File: src/mtep_pkg.sv
// Shared types, constants and helper functions for the MIDI track event parser.
package mtep_pkg;

	// Record kinds on the output channel
	localparam logic [1:0] KIND_SHORT   = 2'd0;
	localparam logic [1:0] KIND_HEADER  = 2'd1;
	localparam logic [1:0] KIND_PAYLOAD = 2'd2;
	localparam logic [1:0] KIND_EMPTY   = 2'd3;

	// Status byte codes
	localparam logic [7:0] ST_PROGRAM  = 8'hC0;
	localparam logic [7:0] ST_BEND     = 8'hE0;
	localparam logic [7:0] ST_SYSEX    = 8'hF0;
	localparam logic [7:0] ST_SONG_POS = 8'hF2;
	localparam logic [7:0] ST_SONG_SEL = 8'hF3;
	localparam logic [7:0] ST_ESCAPE   = 8'hF7;
	localparam logic [7:0] ST_META     = 8'hFF;
	localparam logic [7:0] ST_DRUM_ON  = 8'h99;

	// Chunk tag of a track chunk, "MTrk"
	localparam logic [7:0] TRACK_TAG [4] = '{8'h4D, 8'h54, 8'h72, 8'h6B};

	typedef enum logic [3:0] {
		PH_TAG,
		PH_SIZE,
		PH_SKIP,
		PH_DELTA,
		PH_STATUS,
		PH_DATA,
		PH_MTYPE,
		PH_LEN,
		PH_PAYLOAD
	} phase_t;

	// Parser state carried from word to word
	typedef struct packed {
		phase_t      phase;
		logic [1:0]  byte_cnt;
		logic        tag_ok;
		logic [31:0] chunk_left;
		logic [31:0] delta;
		logic [7:0]  run_status;
		logic [7:0]  first_data;
		logic [1:0]  data_left;
		logic [31:0] len_acc;
		logic [31:0] payload_left;
		logic [7:0]  track_cnt;
		logic        drum_seen;
	} state_t;

	// One result record
	typedef struct packed {
		logic [1:0]  kind;
		logic [7:0]  track_index;
		logic [31:0] delta_ticks;
		logic [7:0]  status_byte;
		logic [7:0]  data_first;
		logic [7:0]  data_second;
		logic [31:0] payload_length;
		logic [7:0]  payload_byte;
		logic        last;
		logic        track_end;
		logic        has_drum;
	} res_t;

	// Number of data bytes that follow a status byte
	function automatic logic [1:0] data_len(input logic [7:0] st);
		logic [1:0] n;
		priority if (st < ST_PROGRAM) n = 2'd2;
		else if (st < ST_BEND)        n = 2'd1;
		else if (st < ST_SYSEX)       n = 2'd2;
		else if (st == ST_SONG_POS)   n = 2'd2;
		else if (st == ST_SONG_SEL)   n = 2'd1;
		else                          n = 2'd0;
		return n;
	endfunction

endpackage

File: src/mtep_if.sv
// Valid/ready channel interfaces for the byte stream and the result records.
interface mtep_in_if;
	logic       valid;
	logic       ready;
	logic [7:0] data_byte;

	modport source (output valid, output data_byte, input ready);
	modport sink (input valid, input data_byte, output ready);
endinterface

interface mtep_out_if;
	logic        valid;
	logic        ready;
	logic [1:0]  kind;
	logic [7:0]  track_index;
	logic [31:0] delta_ticks;
	logic [7:0]  status_byte;
	logic [7:0]  data_first;
	logic [7:0]  data_second;
	logic [31:0] payload_length;
	logic [7:0]  payload_byte;
	logic        last;
	logic        track_end;
	logic        has_drum;

	modport source (output valid, output kind, output track_index, output delta_ticks,
		output status_byte, output data_first, output data_second,
		output payload_length, output payload_byte, output last,
		output track_end, output has_drum, input ready);
	modport sink (input valid, input kind, input track_index, input delta_ticks,
		input status_byte, input data_first, input data_second,
		input payload_length, input payload_byte, input last,
		input track_end, input has_drum, output ready);
endinterface

File: src/midi_track_event_parser.sv
// Top level of the MIDI track event parser: parser state register, step logic, result register.
// A record appears on the output in the cycle after the word that completes it is taken.
// Throughput: one word per cycle; the input stalls only while a held record is not taken.
// Every word updates the parser state through one pass of the step logic.
// Reset (arst_n low) clears the parser state to expect a chunk tag and empties the result register.
module midi_track_event_parser
	import mtep_pkg::*;
(
	input  logic       clk,
	input  logic       arst_n,
	mtep_in_if.sink    stream,
	mtep_out_if.source records
);

	state_t state_q;
	state_t state_nxt;
	logic   emit;
	res_t   res;
	logic   can_load;
	logic   accept;

	assign stream.ready = can_load;
	assign accept       = stream.valid && can_load;

	mtep_step u_step (
		.cur       (state_q),
		.data_byte (stream.data_byte),
		.nxt       (state_nxt),
		.emit      (emit),
		.res       (res)
	);

	// Advance the parser state on every accepted word
	always_ff @(posedge clk or negedge arst_n) begin
		if (!arst_n) begin
			state_q.phase        <= PH_TAG;
			state_q.byte_cnt     <= '0;
			state_q.tag_ok       <= 1'b1;
			state_q.chunk_left   <= '0;
			state_q.delta        <= '0;
			state_q.run_status   <= '0;
			state_q.first_data   <= '0;
			state_q.data_left    <= '0;
			state_q.len_acc      <= '0;
			state_q.payload_left <= '0;
			state_q.track_cnt    <= '0;
			state_q.drum_seen    <= 1'b0;
		end else if (accept) begin
			state_q <= state_nxt;
		end
	end

	mtep_out_reg u_out (
		.clk      (clk),
		.arst_n   (arst_n),
		.accept   (accept),
		.emit     (emit),
		.res_in   (res),
		.can_load (can_load),
		.records  (records)
	);

endmodule

File: src/mtep_step.sv
// Next-state and result logic for one word of the chunk stream.
module mtep_step
	import mtep_pkg::*;
(
	input  state_t     cur,
	input  logic [7:0] data_byte,
	output state_t     nxt,
	output logic       emit,
	output res_t       res
);

	always_comb begin
		logic [31:0] size_new;
		logic [31:0] chunk_dec;
		logic [31:0] len_new;
		logic [31:0] pay_dec;
		logic [7:0]  st_new;
		logic [1:0]  n;
		logic        have;

		nxt  = cur;
		emit = 1'b0;
		res  = '0;

		size_new  = {cur.chunk_left[23:0], data_byte};
		chunk_dec = (cur.chunk_left != '0) ? cur.chunk_left - 32'd1 : cur.chunk_left;
		len_new   = {cur.len_acc[24:0], data_byte[6:0]};
		pay_dec   = (cur.payload_left != '0) ? cur.payload_left - 32'd1 : cur.payload_left;
		st_new    = data_byte[7] ? data_byte : cur.run_status;
		n         = data_len(st_new);
		have      = 1'b0;

		// Count down the track chunk on every word of a track event
		if (cur.phase == PH_DELTA || cur.phase == PH_STATUS || cur.phase == PH_DATA ||
			cur.phase == PH_MTYPE || cur.phase == PH_LEN || cur.phase == PH_PAYLOAD) begin
			nxt.chunk_left = chunk_dec;
		end

		unique case (cur.phase)
			PH_TAG: begin
				if (data_byte != TRACK_TAG[cur.byte_cnt]) nxt.tag_ok = 1'b0;
				if (cur.byte_cnt == 2'd3) begin
					nxt.byte_cnt   = 2'd0;
					nxt.chunk_left = '0;
					nxt.phase      = PH_SIZE;
				end else begin
					nxt.byte_cnt = cur.byte_cnt + 2'd1;
				end
			end
			PH_SIZE: begin
				nxt.chunk_left = size_new;
				if (cur.byte_cnt != 2'd3) begin
					nxt.byte_cnt = cur.byte_cnt + 2'd1;
				end else begin
					nxt.byte_cnt = 2'd0;
					if (!cur.tag_ok) begin
						nxt.tag_ok = 1'b1;
						nxt.phase  = (size_new != '0) ? PH_SKIP : PH_TAG;
					end else begin
						nxt.drum_seen = 1'b0;
						nxt.delta     = '0;
						if (size_new == '0) begin
							// empty track: one record, closed below
							emit            = 1'b1;
							res.kind        = KIND_EMPTY;
							res.track_index = cur.track_cnt;
							res.last        = 1'b1;
						end else begin
							nxt.phase = PH_DELTA;
						end
					end
				end
			end
			PH_SKIP: begin
				nxt.chunk_left = chunk_dec;
				if (chunk_dec == '0) nxt.phase = PH_TAG;
			end
			PH_DELTA: begin
				nxt.delta = {cur.delta[24:0], data_byte[6:0]};
				if (!data_byte[7]) nxt.phase = PH_STATUS;
			end
			PH_STATUS: begin
				// apply running status; a data byte here is the first data byte
				nxt.run_status = st_new;
				if (!data_byte[7] && n != 2'd0) begin
					nxt.first_data = data_byte;
					have           = 1'b1;
					n              = n - 2'd1;
				end
				if (st_new == ST_DRUM_ON) nxt.drum_seen = 1'b1;
				if (st_new == ST_SYSEX || st_new == ST_ESCAPE || st_new == ST_META) begin
					nxt.first_data = '0;
					nxt.len_acc    = '0;
					nxt.phase      = (st_new == ST_META) ? PH_MTYPE : PH_LEN;
				end else if (n == 2'd0) begin
					emit            = 1'b1;
					res.kind        = KIND_SHORT;
					res.track_index = cur.track_cnt;
					res.delta_ticks = cur.delta;
					res.status_byte = st_new;
					res.data_first  = have ? data_byte : 8'd0;
					res.last        = 1'b1;
				end else begin
					nxt.data_left = n;
					nxt.phase     = PH_DATA;
				end
			end
			PH_DATA: begin
				if (data_len(cur.run_status) == 2'd2 && cur.data_left >= 2'd2) begin
					nxt.first_data = data_byte;
					nxt.data_left  = 2'd1;
				end else begin
					nxt.data_left   = 2'd0;
					emit            = 1'b1;
					res.kind        = KIND_SHORT;
					res.track_index = cur.track_cnt;
					res.delta_ticks = cur.delta;
					res.status_byte = cur.run_status;
					res.last        = 1'b1;
					if (data_len(cur.run_status) == 2'd2) begin
						res.data_first  = cur.first_data;
						res.data_second = data_byte;
					end else begin
						res.data_first = data_byte;
					end
				end
			end
			PH_MTYPE: begin
				nxt.first_data = data_byte;
				nxt.phase      = PH_LEN;
			end
			PH_LEN: begin
				nxt.len_acc = len_new;
				if (!data_byte[7]) begin
					nxt.payload_left   = len_new;
					if (len_new != '0) nxt.phase = PH_PAYLOAD;
					emit               = 1'b1;
					res.kind           = KIND_HEADER;
					res.track_index    = cur.track_cnt;
					res.delta_ticks    = cur.delta;
					res.status_byte    = cur.run_status;
					res.data_first     = cur.first_data;
					res.payload_length = len_new;
					res.last           = (len_new == '0);
				end
			end
			PH_PAYLOAD: begin
				nxt.payload_left = pay_dec;
				emit             = 1'b1;
				res.kind         = KIND_PAYLOAD;
				res.track_index  = cur.track_cnt;
				res.delta_ticks  = cur.delta;
				res.status_byte  = cur.run_status;
				res.data_first   = cur.first_data;
				res.payload_byte = data_byte;
				res.last         = (pay_dec == '0);
			end
			default: begin
				nxt.phase    = PH_TAG;
				nxt.byte_cnt = 2'd0;
			end
		endcase

		// Close the event: end the track when the chunk is used up
		if (emit && res.last) begin
			if (nxt.chunk_left == '0) begin
				res.track_end = 1'b1;
				res.has_drum  = nxt.drum_seen;
				nxt.track_cnt = cur.track_cnt + 8'd1;
				nxt.drum_seen = 1'b0;
				nxt.phase     = PH_TAG;
				nxt.byte_cnt  = 2'd0;
			end else begin
				nxt.phase = PH_DELTA;
				nxt.delta = '0;
			end
		end
	end

endmodule

File: src/mtep_out_reg.sv
// Result register that holds one record until the output side takes it.
module mtep_out_reg
	import mtep_pkg::*;
(
	input  logic        clk,
	input  logic        arst_n,
	input  logic        accept,
	input  logic        emit,
	input  res_t        res_in,
	output logic        can_load,
	mtep_out_if.source  records
);

	logic valid_q;
	res_t res_q;

	// Load when empty or when the held record leaves this cycle
	assign can_load = !valid_q || records.ready;

	always_ff @(posedge clk or negedge arst_n) begin
		if (!arst_n) begin
			valid_q <= 1'b0;
		end else if (accept) begin
			valid_q <= emit;
		end else if (records.ready) begin
			valid_q <= 1'b0;
		end
	end

	// Capture the record payload
	always_ff @(posedge clk) begin
		if (accept && emit) begin
			res_q <= res_in;
		end
	end

	assign records.valid          = valid_q;
	assign records.kind           = res_q.kind;
	assign records.track_index    = res_q.track_index;
	assign records.delta_ticks    = res_q.delta_ticks;
	assign records.status_byte    = res_q.status_byte;
	assign records.data_first     = res_q.data_first;
	assign records.data_second    = res_q.data_second;
	assign records.payload_length = res_q.payload_length;
	assign records.payload_byte   = res_q.payload_byte;
	assign records.last           = res_q.last;
	assign records.track_end      = res_q.track_end;
	assign records.has_drum       = res_q.has_drum;

endmodule

File: src/flat_wrapper.sv
// flat-port wrapper written by rule: the top's interface ports become plain ports
module midi_track_event_parser_flat import mtep_pkg::*;
  (clk, arst_n, stream_valid, stream_data_byte, stream_ready, records_valid, records_kind, records_track_index, records_delta_ticks, records_status_byte, records_data_first, records_data_second, records_payload_length, records_payload_byte, records_last, records_track_end, records_has_drum, records_ready);
  mtep_in_if stream_i ();
  mtep_out_if records_i ();
  input  logic clk;
  input  logic arst_n;
  input wire logic [$bits(stream_i.valid)-1:0] stream_valid;
  input wire logic [$bits(stream_i.data_byte)-1:0] stream_data_byte;
  output wire logic [$bits(stream_i.ready)-1:0] stream_ready;
  output wire logic [$bits(records_i.valid)-1:0] records_valid;
  output wire logic [$bits(records_i.kind)-1:0] records_kind;
  output wire logic [$bits(records_i.track_index)-1:0] records_track_index;
  output wire logic [$bits(records_i.delta_ticks)-1:0] records_delta_ticks;
  output wire logic [$bits(records_i.status_byte)-1:0] records_status_byte;
  output wire logic [$bits(records_i.data_first)-1:0] records_data_first;
  output wire logic [$bits(records_i.data_second)-1:0] records_data_second;
  output wire logic [$bits(records_i.payload_length)-1:0] records_payload_length;
  output wire logic [$bits(records_i.payload_byte)-1:0] records_payload_byte;
  output wire logic [$bits(records_i.last)-1:0] records_last;
  output wire logic [$bits(records_i.track_end)-1:0] records_track_end;
  output wire logic [$bits(records_i.has_drum)-1:0] records_has_drum;
  input wire logic [$bits(records_i.ready)-1:0] records_ready;
  assign stream_i.valid = stream_valid;
  assign stream_i.data_byte = stream_data_byte;
  assign stream_ready = stream_i.ready;
  assign records_valid = records_i.valid;
  assign records_kind = records_i.kind;
  assign records_track_index = records_i.track_index;
  assign records_delta_ticks = records_i.delta_ticks;
  assign records_status_byte = records_i.status_byte;
  assign records_data_first = records_i.data_first;
  assign records_data_second = records_i.data_second;
  assign records_payload_length = records_i.payload_length;
  assign records_payload_byte = records_i.payload_byte;
  assign records_last = records_i.last;
  assign records_track_end = records_i.track_end;
  assign records_has_drum = records_i.has_drum;
  assign records_i.ready = records_ready;
  midi_track_event_parser u_core (.clk(clk), .arst_n(arst_n), .stream(stream_i), .records(records_i));
endmodule
File: config.mk
export PLATFORM = sky130hd
export DESIGN_NAME = midi_track_event_parser_flat
export DESIGN_NICKNAME = d
export VERILOG_FILES = /design/src/mtep_pkg.sv /design/src/mtep_if.sv /design/src/midi_track_event_parser.sv /design/src/mtep_step.sv /design/src/mtep_out_reg.sv /design/src/flat_wrapper.sv
export SDC_FILE = /design/constraint.sdc
export NUM_CORES = 1
export LEC_CHECK = 0
export BUFFER_PORTS_ARGS = -buffer_cell sky130_fd_sc_hd__clkbuf_2
export CAP_MARGIN = 20
export CORE_MARGIN = 4
export CORE_UTILIZATION = 45
export CTS_CLUSTER_SIZE = 14
export DETAILED_ROUTE_END_ITERATION = 8
export PLACE_DENSITY_LB_ADDON = 0.15
export SLEW_MARGIN = 5
export SYNTH_ARGS = -nofsm -noshare
export SYNTH_HDL_FRONTEND = slang
export SYNTH_HIERARCHICAL = 1
export SYNTH_SLANG_ARGS = --single-unit
File: constraint.sdc
create_clock -name clk -period 5.1 [get_ports clk]
set_input_delay 0.51 -clock clk [delete_from_list [all_inputs] [get_ports clk]]
set_output_delay 0.51 -clock clk [all_outputs]
set_load 0.02 [all_outputs]
# --- Word level (Yosys, flattened, before mapping) ---
# Cells that the tools add are included.
op_classes:
  reduce_logical: 46
  n_lt_le_gt_ge: 8
  n_mux: 96
  add_sub_neg: 5
  n_eq_ne: 38
  bitwise_logic: 4
ops:
  columns: ["op", "count"]
  rows:
  - ["2-to-1 mux 32 bit", 9]
  - ["case mux 48 bit (4 select lines)", 1]
  - ["logical NOT 32 bit", 5]
  - ["case mux 32 bit (2 select lines)", 2]
  - ["nonzero test 32 bit", 4]
  - ["case mux 32 bit (3 select lines)", 1]
  - ["2-to-1 mux 8 bit", 9]
  - ["== test 8 bit, second input constant", 8]
  - ["2-to-1 mux 64 bit", 1]
  - ["subtractor 32 x 1 -> 32 bit, second input constant", 2]
  - ["2-to-1 mux 58 bit", 1]
  - ["2-to-1 mux 57 bit", 1]
  - ["2-to-1 mux 56 bit", 1]
  - ["case mux 10 bit (5 select lines)", 1]
  - ["case mux 25 bit (2 select lines)", 1]
  - ["< comparator 8 bit, second input constant", 6]
  - ["2-to-1 mux 2 bit", 21]
  - ["2-to-1 mux 4 bit", 10]
  - ["case mux 4 bit (8 select lines)", 1]
  - ["2-to-1 mux 10 bit", 3]
  - ["2-to-1 mux 25 bit", 1]
  - ["case mux 8 bit (3 select lines)", 1]
  - ["2-to-1 mux 1 bit", 23]
  - ["binary-select mux 8 bit (select 2 bit)", 1]
  - ["other kinds (39)", 83]
totals:
  register_bits: 265
  elab_cells: 221
  input_bits: 12

# --- Longest topological paths before layout ---
depth:
  word_depth: 18
  mapped_depth: 19
  mapped_depth_nobuf: 13

# --- By module ---
# Netlist, hierarchy kept.
modules_own_cells:
  columns: ["module", "cells_per_inst", "instances", "area_each_um2"]
  rows:
  - ["mtep_step", 1012, 1, 6356.1]
  - ["midi_track_event_parser", 343, 1, 6291.0]
  - ["mtep_out_reg", 113, 1, 3328.2]

# --- Worst setup path after synthesis ---
# Ideal clock, no wire load.
synth_path:
  kind: "register -> register"
  from: "register u_core/state_q[123] in the netlist's numbering"
  to: "register u_core/state_q[2] in the netlist's numbering"
  arrival_time_ns: 4.402
  path_stages_with_launch: 17
  n_path_buf: 3
  required_time_ns: 4.975
  setup_slack_ns: 0.573
  period_less_slack_ns: 4.527
  path_cell_list: "dfrtp_1 -> clkbuf_1 -> inv_1 -> ha_1 -> or3b_1 -> clkbuf_1 -> or3_1 -> buf_2 -> o31a_1 -> a32o_1 -> a31o_2 -> or4_1 -> nor4b_1 -> nand3_2 -> nor2_2 -> mux2_1 -> mux2_4"
synth_rtl:
  columns: ["element", "line", "source"]
  rows:
  - ["start, declared", "midi_track_event_parser.sv:15", "state_t state_q;"]
  - ["start signal, assigned", "midi_track_event_parser.sv:49", "state_q <= state_nxt;"]

==> report_table.html <==
<table>
<tr><th>Metric</th><th>Value</th></tr>
<tr><th colspan="2">Power</th></tr>
<tr><td>PnR Total Power</td><td>10.3 mW</td></tr>
<tr><td>Pwr per Cell Area</td><td>579 nW/um2</td></tr>
<tr><td>Static leakage power</td><td>7.59 nW</td></tr>
<tr><td>Maximum ir drop on the vdd rail</td><td>0.000323 V</td></tr>
<tr><th colspan="2">GRT</th></tr>
<tr><td>Total routing usage reported by global routing</td><td>0.241</td></tr>
<tr><td>Pin count of the biggest net entering global routing</td><td>119</td></tr>
<tr><td>Vias in the first global route</td><td>12100</td></tr>
<tr><td>Remaining global-route overflow</td><td>0</td></tr>
<tr><td>Antenna violations before repair</td><td>0</td></tr>
<tr><td>First-pass GRT wire length</td><td>73400 um</td></tr>
<tr><th colspan="2">Placement</th></tr>
<tr><td>Pre-CTS setup slack</td><td>554 ps</td></tr>
<tr><td>Placer's final routability congestion estimate</td><td>0.977</td></tr>
<tr><td>DP Area</td><td>16800 um2</td></tr>
<tr><td>DPL Wire Length</td><td>32600 um</td></tr>
<tr><td>Total placed cells including tap cells</td><td>1971</td></tr>
<tr><td>Total of buffers placed on input and output ports</td><td>between 100 and 150</td></tr>
<tr><th colspan="2">STA</th></tr>
<tr><td>Final setup viols</td><td>0</td></tr>
<tr><td>RSZ-0062 raised after global routing</td><td>no</td></tr>
<tr><td>Layout Skew</td><td>about 31 ps</td></tr>
<tr><td>Slew of the pin with the lowest slew margin</td><td>973 ps</td></tr>
<tr><td>Fmax achieved</td><td>218 MHz</td></tr>
<tr><td>Slew HR</td><td>0.350</td></tr>
<tr><td>Setup slack of the critical path after layout</td><td>about 510 ps</td></tr>
<tr><td>Final Max Slew Viols</td><td>0</td></tr>
<tr><td>Final worst path period share</td><td>0.900</td></tr>
<tr><td>Crit path time final</td><td>approximately 4600 ps</td></tr>
<tr><td>Final-layout setup total negative slack</td><td>0 ps</td></tr>
<tr><td>Final Hold Viols</td><td>0</td></tr>
<tr><th colspan="2">Critical path</th></tr>
<tr><td>R2r endpoint</td><td>u_core/state_q[2]</td></tr>
<tr><td>Worst path most repeated cell</td><td>or4_4</td></tr>
<tr><td>Path depth of the worst reg2reg path</td><td>11</td></tr>
<tr><td>Worst setup EP type</td><td>register</td></tr>
<tr><td>Maximum fanout along the worst path</td><td>9</td></tr>
<tr><td>Reg2Reg Launch Point</td><td>u_core/state_q[136]</td></tr>
<tr><td>Crit path launch type</td><td>register</td></tr>
<tr><td>Reg-to-reg slack, setup</td><td>510 ps</td></tr>
<tr><td>Timing startpoint of the critical path</td><td>u_core/state_q[136]</td></tr>
<tr><td>Data arrival at the endpoint of the critical path</td><td>5050 ps</td></tr>
<tr><td>CP Class</td><td>reg2reg</td></tr>
<tr><td>Largest incremental delay on the critical path</td><td>590 ps</td></tr>
<tr><td>Cell at the slowest stage of the critical path</td><td>or4_4</td></tr>
<tr><td>Critical path cell sequence</td><td>or4_4, or4_4, or4b_4, o311ai_0, nand3_1, or4_1, nor4b_2, nand3_2, nor2_2, mux2_1, mux2_4</td></tr>
<tr><td>Req. time, crit path</td><td>5560 ps</td></tr>
<tr><th colspan="2">Clock network</th></tr>
<tr><td>Clock Pin Slew Worst Setup and Hold Paths</td><td>60 ps</td></tr>
<tr><td>CTS tree</td><td>built</td></tr>
<tr><td>CTS buffer count</td><td>30</td></tr>
<tr><td>CTS Hold Buffers Added</td><td>0</td></tr>
<tr><td>Maximum count of clock buffers along a single path</td><td>3</td></tr>
<tr><td>Total of cells resized after clock tree synthesis</td><td>0</td></tr>
<tr><td>H-tree levels</td><td>1</td></tr>
<tr><td>Post-CTS Setup Repair Bufs</td><td>0</td></tr>
<tr><td>TritonCTS sink count</td><td>264</td></tr>
<tr><td>Insertion delay of the later-clocked pin in the worst-skew pair</td><td>between 500 and 600 ps</td></tr>
<tr><td>Clock tree root buffer cell</td><td>clkbuf_16</td></tr>
<tr><th colspan="2">Yosys</th></tr>
<tr><td>Warnings from Yosys</td><td>6</td></tr>
<tr><td>Number of instances in the synthesized netlist</td><td>around 1400</td></tr>
<tr><td>Synthesized net count</td><td>roughly 1500</td></tr>
<tr><td>Netlist area before placement</td><td>15600 um2</td></tr>
<tr><td>Avg Cell Area, Syn</td><td>10.8 um2</td></tr>
<tr><th colspan="2">Final layout</th></tr>
<tr><td>Final design area excluding fillers</td><td>17800 um2</td></tr>
<tr><td>Most common library cell in the layout ignoring fill and taps</td><td>dfrtp_1</td></tr>
<tr><td>Fillers</td><td>3047</td></tr>
<tr><td>Area growth from synthesis to layout</td><td>14.3%</td></tr>
<tr><td>Number of nets in the layout</td><td>1573</td></tr>
<tr><td>Total area of multi-input combinational cells</td><td>7860 um2</td></tr>
<tr><td>N_diodes</td><td>0</td></tr>
<tr><td>Fraction of final layout cells sized beyond drive strength 1</td><td>0.289</td></tr>
<tr><td>Area used by sequential logic in the layout</td><td>7150 um2</td></tr>
<tr><td>Leading cell types in the layout, fill and taps excluded</td><td>154 x dfrtp_1, 121 x clkbuf_2, 109 x edfxtp_1</td></tr>
<tr><td>Layout Cells excl Fill</td><td>2027</td></tr>
<tr><th colspan="2">Floorplan</th></tr>
<tr><td>I/O pin total</td><td>123</td></tr>
<tr><td>Total number of placement rows</td><td>67</td></tr>
<tr><td>Initial Util</td><td>0.461</td></tr>
<tr><td>Width of the die</td><td>194 um</td></tr>
<tr><td>Height of the chip</td><td>a little under 200 um</td></tr>
<tr><td>Overall die area</td><td>37700 um2</td></tr>
<tr><td>Placeable core area</td><td>between 30000 and 40000 um2</td></tr>
<tr><th colspan="2">Outcome</th></tr>
<tr><td>Run status</td><td>completed</td></tr>
<tr><th colspan="2">Route</th></tr>
<tr><td>Starting DRC count in detailed routing</td><td>1132</td></tr>
<tr><td>Routed wire length per instance</td><td>around 23 um</td></tr>
<tr><td>Pre-antenna DRT Iters</td><td>6</td></tr>
<tr><td>Routed wire length</td><td>about 47000 um</td></tr>
<tr><td>DRC Markers</td><td>0</td></tr>
<tr><td>Number of vias in the routed layout</td><td>approximately 13000</td></tr>
<tr><td>Per-cell via count in the routed design</td><td>between 6 and 7</td></tr>
<tr><td>Number of nets with antenna violations after detailed routing</td><td>0</td></tr>
<tr><th colspan="2">Hold path</th></tr>
<tr><td>Classification of the worst-slack hold path</td><td>in2async</td></tr>
<tr><th colspan="2">Flow run</th></tr>
<tr><td>Maximum capacitance violations</td><td>0</td></tr>
</table>
[critical path: cells and delay by family (launching register included)]
family / cells / cell delay (ps)
simple gates: 8 / 3100
compound gates: 1 / 300
mux: 2 / 600
flops: 1 / 480
[through the flow]
| stage | hold slack [ps] | util |
|---|---|---|
| 3_5_place_dp | 510 | 0.497 |
| 3_3_place_gp | 496 | 0.497 |
| 2_1_floorplan | 214 | - |
| 6_report | 0.247 | 0.526 |
| 4_1_cts | 20.0 | 0.526 |
| 5_1_grt | 52.1 | 0.526 |
[final cells by class]
type | count | share of cell area
Multi-Input combinational cell | 1049 | 0.441
Sequential cell | 264 | 0.401
Timing Repair Buffer | 187 | 0.0655
Clock buffer | 42 | 0.0463
Tap cell | 448 | 0.0314
Clock inverter | 14 | 0.00983
Inverter | 23 | 0.00484
[where the power goes]
group	switching [mW]	internal, mW
registers	0.740	2.80
logic	2.67	1.94
clock network	0.897	1.29
[metal layers]
layer	track usage	vias to the layer above	wire (um)
met2	0.375	490	21200
met4	0.0578	0	1090
met1	0.352	6284	21300
met5	0	-	0
li1	-	5686	-
met3	0.0415	66	3410
[sequential cells by signal, indices dropped and copies added (netlist names)]
name / cells
u_core/u_out/records.has_drum: 1
u_core/u_out/records.data_second: 8
u_core/state_q: 154
u_core/u_out/records.last: 1
u_core/u_out/records.delta_ticks: 32
u_core/u_out/records.status_byte: 8
u_core/u_out/records.kind: 2
u_core/u_out/records.track_end: 1
u_core/u_out/records.payload_length: 32
u_core/u_out/records.data_first: 8
u_core/u_out/records.valid: 1
u_core/u_out/records.track_index: 8
u_core/u_out/records.payload_byte: 8
[worst max-delay path by stage]
stage                   endpoint  slack (ps)
3_5_place_dp   u_core/state_q[2]         550
3_3_place_gp   u_core/state_q[2]         610
6_report       u_core/state_q[2]         510
4_1_cts        u_core/state_q[2]         540
5_1_grt        u_core/state_q[2]         230
2_1_floorplan  u_core/state_q[2]         570
Power figures use the tool's default switching activity.
